## config.mk

```make
export PLATFORM = sky130hd
export DESIGN_NAME = substring_match_positions_unit
export DESIGN_NICKNAME = d
export VERILOG_FILES = /design/src/rtl/smp_pkg.sv /design/src/rtl/smp_cell.sv /design/src/rtl/smp_out_fifo.sv /design/src/rtl/substring_match_positions_unit.sv
export SDC_FILE = /design/constraint.sdc
export NUM_CORES = 1
export LEC_CHECK = 0
export ABC_AREA = 1
export CORE_ASPECT_RATIO = 0.7
export CORE_MARGIN = 5
export CORE_UTILIZATION = 40
export DETAILED_ROUTE_END_ITERATION = 7
export DONT_BUFFER_PORTS = 1
export MAX_ROUTING_LAYER = met4
export SLEW_MARGIN = 20
export SYNTH_ARGS = -nofsm -noshare
export SYNTH_HDL_FRONTEND = slang
export SYNTH_SLANG_ARGS = --single-unit
```

## constraint.sdc

```tcl
create_clock -name clk -period 10.3 [get_ports clk]
set_input_delay 0.515 -clock clk [delete_from_list [all_inputs] [get_ports clk]]
set_output_delay 0.515 -clock clk [all_outputs]
set_load 0.01 [all_outputs]
```

## src/rtl/smp_pkg.sv

```systemverilog
// Shared types and constants for the substring match positions block.
// Used by smp_cell, smp_out_fifo and substring_match_positions_unit.
`default_nettype none

package smp_pkg;

  localparam int MAX_PATTERN   = 64;
  localparam int POSITION_BITS = 32;
  localparam int SYMBOL_BITS   = 8;
  localparam int OUT_BITS      = 32;

  localparam int LEN_BITS = $clog2(MAX_PATTERN + 1);
  localparam int IDX_BITS = (MAX_PATTERN > 1) ? $clog2(MAX_PATTERN) : 1;

  localparam int FIFO_DEPTH    = 4;
  localparam int FIFO_PTR_BITS = $clog2(FIFO_DEPTH);
  localparam int FIFO_CNT_BITS = $clog2(FIFO_DEPTH + 1);

  typedef logic [1:0]               op_t;
  typedef logic [SYMBOL_BITS-1:0]   symbol_t;
  typedef logic [POSITION_BITS-1:0] pos_t;
  typedef logic [LEN_BITS-1:0]      len_t;

  localparam op_t OP_CLEAR  = 2'd0;
  localparam op_t OP_APPEND = 2'd1;
  localparam op_t OP_TEXT   = 2'd2;

  localparam pos_t POS_MAX = '1;

  typedef struct packed {
    op_t     operation;
    symbol_t symbol;
  } in_item_t;

  typedef struct packed {
    logic [OUT_BITS-1:0] match_start;
    logic [OUT_BITS-1:0] match_count;
  } out_item_t;

  // Broadcast to every cell of the chain for one accepted transaction.
  typedef struct packed {
    logic    clear;
    logic    append;
    logic    text;
    symbol_t symbol;
  } cell_ctrl_t;

endpackage

`default_nettype wire

```

## src/rtl/smp_cell.sv

```systemverilog
// One pattern cell: a stored pattern byte and its partial match bit.
// Depends on smp_pkg for the control struct and symbol type.
`default_nettype none

module smp_cell (
  input  logic               clk,
  input  logic               rst,
  input  smp_pkg::cell_ctrl_t ctrl,
  input  logic               sel,
  input  logic               active,
  input  logic               prev_hit,
  output logic               hit
);

  smp_pkg::symbol_t sym_q;

  always_ff @(posedge clk) begin
    if (ctrl.append && sel) begin
      sym_q <= ctrl.symbol;
    end
  end

  always_ff @(posedge clk) begin
    if (rst) begin
      hit <= 1'b0;
    end else if (ctrl.clear) begin
      hit <= 1'b0;
    end else if (ctrl.append && sel) begin
      hit <= 1'b0;
    end else if (ctrl.text && active) begin
      // extend the neighbor's prefix match by this byte
      hit <= prev_hit && (sym_q == ctrl.symbol);
    end
  end

endmodule

`default_nettype wire

```

## src/rtl/smp_out_fifo.sv

```systemverilog
// Small result queue between the match stage and the output channel.
// Depends on smp_pkg for the result struct and queue sizing.
`default_nettype none

module smp_out_fifo (
  input  logic                                clk,
  input  logic                                rst,
  input  logic                                push,
  input  smp_pkg::out_item_t                  push_data,
  output logic                                out_valid,
  input  logic                                out_stall,
  output smp_pkg::out_item_t                  out_data,
  output logic [smp_pkg::FIFO_CNT_BITS-1:0]   count
);

  smp_pkg::out_item_t                 entries [smp_pkg::FIFO_DEPTH];
  logic [smp_pkg::FIFO_PTR_BITS-1:0]  wr_ptr;
  logic [smp_pkg::FIFO_PTR_BITS-1:0]  rd_ptr;
  logic                               pop;

  assign out_valid = (count != '0);
  assign out_data  = entries[rd_ptr];
  assign pop       = out_valid && !out_stall;

  always_ff @(posedge clk) begin
    if (push) begin
      entries[wr_ptr] <= push_data;
    end
  end

  always_ff @(posedge clk) begin
    if (rst) begin
      wr_ptr <= '0;
      rd_ptr <= '0;
      count  <= '0;
    end else begin
      if (push) begin
        wr_ptr <= wr_ptr + 1'b1;
      end
      if (pop) begin
        rd_ptr <= rd_ptr + 1'b1;
      end
      unique case ({push, pop})
        2'b10:   count <= count + 1'b1;
        2'b01:   count <= count - 1'b1;
        default: count <= count;
      endcase
    end
  end

endmodule

`default_nettype wire

```

## src/rtl/substring_match_positions_unit.sv

```systemverilog
// Streaming exact string matcher: a chain of pattern cells plus counters.
// Depends on smp_pkg, smp_cell and smp_out_fifo.
//
// Input channel (in_valid, in_stall, in_data): each transaction is a clear,
// a pattern byte append, or a text byte. Appends beyond MAX_PATTERN bytes
// and operation code 3 are dropped. Output channel (out_valid, out_stall,
// out_data): one transaction per text byte that completes an occurrence,
// carrying its one-based start position and the saturating match count.
// Throughput: one input transaction per cycle while in_stall is low; every cell
// compares its byte and takes its neighbor's partial match bit in the same
// cycle, so the rate does not depend on pattern length.
// Path: a text byte updates the cell chain and the check_valid register;
// the match check then writes the result and the count update into the
// output queue, whose count register drives out_valid.
// Reset: pattern empty, position and count zero, output queue empty; the
// block takes input as soon as reset is released.
// Receiver stall: results wait in a four-entry queue; in_stall rises when
// the queue plus the result in flight reach three, so nothing is lost.
`default_nettype none

module substring_match_positions_unit (
  input  logic                clk,
  input  logic                rst,
  input  logic                in_valid,
  output logic                in_stall,
  input  smp_pkg::in_item_t   in_data,
  output logic                out_valid,
  input  logic                out_stall,
  output smp_pkg::out_item_t  out_data
);

  localparam int CNT_W = smp_pkg::FIFO_CNT_BITS;

  logic                          accept;
  smp_pkg::cell_ctrl_t           ctrl;
  smp_pkg::len_t                 pattern_length;
  smp_pkg::len_t                 len_m1;
  logic [smp_pkg::IDX_BITS-1:0]  last_idx;
  smp_pkg::pos_t                 text_position;
  smp_pkg::pos_t                 found_count;
  smp_pkg::pos_t                 found_count_next;
  smp_pkg::pos_t                 start_pos;
  logic [smp_pkg::MAX_PATTERN-1:0] cell_hit;
  logic                          check_valid;
  logic                          match;
  smp_pkg::out_item_t            result;
  logic [CNT_W-1:0]              fifo_count;

  assign accept = in_valid && !in_stall;

  always_comb begin
    ctrl.clear  = accept && (in_data.operation == smp_pkg::OP_CLEAR);
    ctrl.append = accept && (in_data.operation == smp_pkg::OP_APPEND);
    ctrl.text   = accept && (in_data.operation == smp_pkg::OP_TEXT);
    ctrl.symbol = in_data.symbol;
  end

  for (genvar j = 0; j < smp_pkg::MAX_PATTERN; j++) begin : g_cell
    logic prev_hit;
    if (j == 0) begin : g_head
      assign prev_hit = 1'b1;
    end else begin : g_link
      assign prev_hit = cell_hit[j-1];
    end

    smp_cell u_cell (
      .clk      (clk),
      .rst      (rst),
      .ctrl     (ctrl),
      .sel      (pattern_length == smp_pkg::LEN_BITS'(j)),
      .active   (pattern_length >  smp_pkg::LEN_BITS'(j)),
      .prev_hit (prev_hit),
      .hit      (cell_hit[j])
    );
  end

  always_ff @(posedge clk) begin
    if (rst) begin
      pattern_length <= '0;
      text_position  <= '0;
      check_valid    <= 1'b0;
    end else begin
      check_valid <= ctrl.text;
      if (ctrl.clear) begin
        pattern_length <= '0;
        text_position  <= '0;
      end else if (ctrl.append) begin
        if (pattern_length < smp_pkg::LEN_BITS'(smp_pkg::MAX_PATTERN)) begin
          pattern_length <= pattern_length + 1'b1;
        end
      end else if (ctrl.text) begin
        if (text_position != smp_pkg::POS_MAX) begin
          text_position <= text_position + 1'b1;
        end
      end
    end
  end

  // Check the last active cell in the cycle after a text byte is accepted, once the chain holds its update.
  assign len_m1   = pattern_length - 1'b1;
  assign last_idx = len_m1[smp_pkg::IDX_BITS-1:0];
  assign match    = check_valid && ((pattern_length == '0) || cell_hit[last_idx]);

  assign found_count_next = (found_count == smp_pkg::POS_MAX) ? found_count
                                                              : found_count + 1'b1;
  assign start_pos = text_position - smp_pkg::pos_t'(pattern_length) + 1'b1;

  always_ff @(posedge clk) begin
    if (rst) begin
      found_count <= '0;
    end else if (ctrl.clear) begin
      found_count <= '0;
    end else if (match) begin
      found_count <= found_count_next;
    end
  end

  always_comb begin
    result.match_start = smp_pkg::OUT_BITS'(start_pos);
    result.match_count = smp_pkg::OUT_BITS'(found_count_next);
  end

  smp_out_fifo u_out_fifo (
    .clk       (clk),
    .rst       (rst),
    .push      (match),
    .push_data (result),
    .out_valid (out_valid),
    .out_stall (out_stall),
    .out_data  (out_data),
    .count     (fifo_count)
  );

  // Hold input while the queue might not fit the result still in flight.
  assign in_stall = (fifo_count + CNT_W'(check_valid)) >= CNT_W'(smp_pkg::FIFO_DEPTH - 1);

  a_fifo_bound: assert property (@(posedge clk) disable iff (rst)
    fifo_count <= CNT_W'(smp_pkg::FIFO_DEPTH))
    else $error("output queue overflow");

  a_clear_state: assert property (@(posedge clk) disable iff (rst)
    ctrl.clear |=> (pattern_length == '0) && (text_position == '0) && (found_count == '0))
    else $error("clear did not reset pattern and counters");

  a_text_check: assert property (@(posedge clk) disable iff (rst)
    ctrl.text |=> check_valid)
    else $error("text byte not followed by match check");

  a_empty_match: assert property (@(posedge clk) disable iff (rst)
    (check_valid && (pattern_length == '0)) |-> match)
    else $error("empty pattern must match every text byte");

  a_no_push_full: assert property (@(posedge clk) disable iff (rst)
    match |-> (fifo_count < CNT_W'(smp_pkg::FIFO_DEPTH)))
    else $error("result pushed into full queue");

endmodule

`default_nettype wire

```

==> flow_summary.json <==
{
  "status": "finished, final reports clean",
  "yosysTopAreaCellShare": 0.545,
  "hp-class": "input port to flip-flop",
  "ys_ff_latch": 913,
  "worstPathMaxFanout": 57,
  "gp_congestion": 0.938,
  "syn_inst": 3984,
  "cp.required_ps": 10600,
  "synth_nets": 4075,
  "clock_skew_ps": 45.0,
  "comb_power_share": 0.060,
  "critPathKind": "flip-flop to flip-flop",
  "root_buffer": "clkbuf_16",
  "syn_to_final_growth_pct": 11.0,
  "dr.pass1.iters": 6,
  "synth_top_area_cell": "edfxtp_1",
  "grt-ovfl-total": 0,
  "async_flop_share": 0,
  "rows": 99,
  "port_buffers": 0,
  "setup_tns_ps": 0,
  "die_y_um": 282,
  "cts.sinks": 913,
  "synth-edff-count": 768,
  "setup_violations": 0,
  "globalRouteMet1Util": 0.336,
  "seqPwrFrac": 0.516,
  "period_share": 0.607,
  "wl_mm": 121,
  "maxCapViolCount": 0,
  "drt_drc_violations_left": 0,
  "fin_nets": 4035,
  "multi_input_area_um2": 14500,
  "initialDrtViolationCount": 3162,
  "grt_max_degree": 85,
  "clk_pin_slew_worst_paths_ps": 60,
  "dp_hpwl_mm": 70.8,
  "power.switching_w": 0.00181,
  "antenna_cells": 0,
  "clock_latency_ps": 700,
  "finalPower_w": 0.00782,
  "grt_util_met2": 0.308,
  "antenna_found_initial": 4,
  "ys_top_cells_by_area": "edfxtp_1, dfxtp_1, nor2_1, nand2_1, o21ai_0",
  "p_int_w": 0.00601,
  "maxSlewHeadroom": 0.242,
  "initial_core_util": 0.405,
  "vias": 29900,
  "cts_tree": "done",
  "htreeDepth": 3,
  "fin_crit_ps": 6250,
  "drt-vias-per-instance": 5.50,
  "leakage_nw": 16.0,
  "ys.flop_type": "edfxtp_1",
  "ys_seq_area_frac": 0.614,
  "ant_nets": 0,
  "ys_warn_count": 0,
  "synth.distinct_cells": 55,
  "rsz0062_at_grt": "false",
  "grt_first_pass_wirelength_mm": 181,
  "top_usage_layer": "met1",
  "syn-cell-area_um2": 42300,
  "peakVddDrop_mv": 0.130,
  "first_global_vias": 27700,
  "fillers": 9682,
  "crit_arrival_ps": 6550,
  "cts_buffer_depth": 3,
  "max_freq_mhz": 160,
  "groute.layer.met3.usage": 0.0355,
  "core-area_um2": 105000,
  "drive_above_1_share": 0.0692,
  "power_density_nw_per_um2": 167,
  "die_w_um": 399,
  "end_kind": "flip-flop",
  "wl_per_cell_um": 22.3,
  "cts_buffers": 91,
  "die_area_um2": 112000,
  "track_usage": 0.219,
  "ios": 80,
  "start_kind": "flip-flop",
  "swShare": 0.232,
  "finalHoldViolCount": 0,
  "seq_area_um2": 26000,
  "p_clk_frac": 0.424,
  "tightest_slew_ps": 1130,
  "drv_slew": 0,
  "avgSynthCellArea_um2": 10.6
}
registers in the layout, indices dropped and copies added, names as in the netlist, named ones only:
signal / flops
pattern_length: 7
g_cell.u_cell.sym_q: 512
found_count: 32
u_out_fifo.rd_ptr: 2
g_cell.u_cell.hit: 64
text_position: 32
check_valid: 1
u_out_fifo.count: 3
u_out_fifo.wr_ptr: 2
u_out_fifo.entries: 256
routing by layer:
layer,vias up,share of wire
li1,14100,-
met3,142,0.083
met2,1169,0.42
met4,0,0.016
met5,-,0
met1,14500,0.48
cell type report:
cell class,count,share of cell area
inverters,299,0.0241
multi-input cells,2586,0.309
repair buffers,53,0.0120
flip-flops and latches,913,0.553
clock inverters,43,0.0103
well taps,1414,0.0377
clock buffers,126,0.0533
worst max-delay path: stages, from the launching register on:
cell and delay [ps]:
dfxtp_2 310, buf_4 460, inv_2 370, ha_1 900, inv_1 470, nor2_1 190
nand2_1 60, nand3_1 110, nand3_1 130, nand3_1 110, nand3_1 80, nand3_2 110
buf_4 500, nand2_2 430, nor2_4 890, buf_4 620
cell usage in the layout (no fill, tap or decap), types with 29 or more instances in the layout:
| cell | netlist | final |
|---|---|---|
| clkbuf_16 | 0 | 92 |
| or2_2 | 49 | 49 |
| xnor2_1 | 137 | 137 |
| ha_1 | 75 | 75 |
| inv_1 | 285 | 282 |
| nor4_1 | 36 | 29 |
| nand3_1 | 153 | 152 |
| edfxtp_1 | 768 | 768 |
| buf_4 | 6 | 43 |
| o22ai_1 | 120 | 120 |
| a21oi_1 | 163 | 163 |
| nor2_1 | 500 | 496 |
| o2111ai_1 | 36 | 36 |
| nor3_1 | 117 | 112 |
| nand2_1 | 495 | 495 |
| dfxtp_1 | 145 | 141 |
| o21ai_0 | 294 | 294 |
| a211oi_1 | 66 | 66 |
| nand4_1 | 66 | 66 |
| xor2_1 | 152 | 152 |
repair_timing:
| item | CTS | global route |
|---|---|---|
| setup buffers | 0 | 0 |
| resized for setup | 0 | 0 |
| hold buffers | 10 | 0 |
| endpoints found under the hold margin | 505 | 0 |
per-stage QoR:
stage | hold WS, ps | instance area [µm²] | util | worst slack [ps] | instances
floorplan | 435 | 42300 | - | 4870 | 3984
global placement | 448 | 43700 | 0.418 | 4240 | 5255
detailed placement | 454 | 43700 | 0.418 | 4190 | 5255
CTS | 36.1 | 46900 | 0.449 | 4150 | 5434
global route | 83.6 | 46900 | 0.449 | 3640 | 5434
finish | 78.9 | 46900 | 0.449 | 4050 | 5434
cells in the mapped netlist (117+ instances only):
master / count
nand3_1: 153
xnor2_1: 137
edfxtp_1: 768
nand2_1: 495
o21ai_0: 294
xor2_1: 152
nor2_1: 500
o22ai_1: 120
inv_1: 285
nor3_1: 117
a21oi_1: 163
dfxtp_1: 145
clkbuf_1: 123
path summary, 6_finish.rpt:
path / startpoint / end / slack, ps / cells past startpoint
worst max-delay path: pattern_length[0]$_SDFFE_PP0P_ / u_out_fifo.entries[2][45]$_DFFE_PP_ / 4050 / 15
worst min-delay path: out_stall / flip-flop / 80 / 3
worst max register to register: pattern_length[0]$_SDFFE_PP0P_ / u_out_fifo.entries[2][45]$_DFFE_PP_ / 4050 / 15
worst min register to register: u_out_fifo.rd_ptr[1]$_SDFFE_PP0P_ / flip-flop / 470 / 2
cell families (layout without fill, tap and decap cells):
family | after synthesis | in the layout | synth area share
buf+inv | 485 | 521 | 0.0460
compound gates | 771 | 771 | 0.109
xor+xnor | 290 | 290 | 0.0602
fa+ha+maj | 77 | 77 | 0.0231
simple gates | 1448 | 1448 | 0.148
flops | 913 | 913 | 0.614
power groups by stage:
| stage | clock (W) | sequential, W | combinational, W |
|---|---|---|---|
| 2_1_floorplan | 0 | 0.00410 | 0.000323 |
| 3_3_place_gp | 0 | 0.00411 | 0.000405 |
| 3_5_place_dp | 0 | 0.00411 | 0.000410 |
| 4_1_cts | 0.00337 | 0.00403 | 0.000470 |
| 5_1_grt | 0.00355 | 0.00403 | 0.000513 |
| 6_report | 0.00332 | 0.00403 | 0.000469 |
No activity file was read; power rests on OpenSTA's default activity.
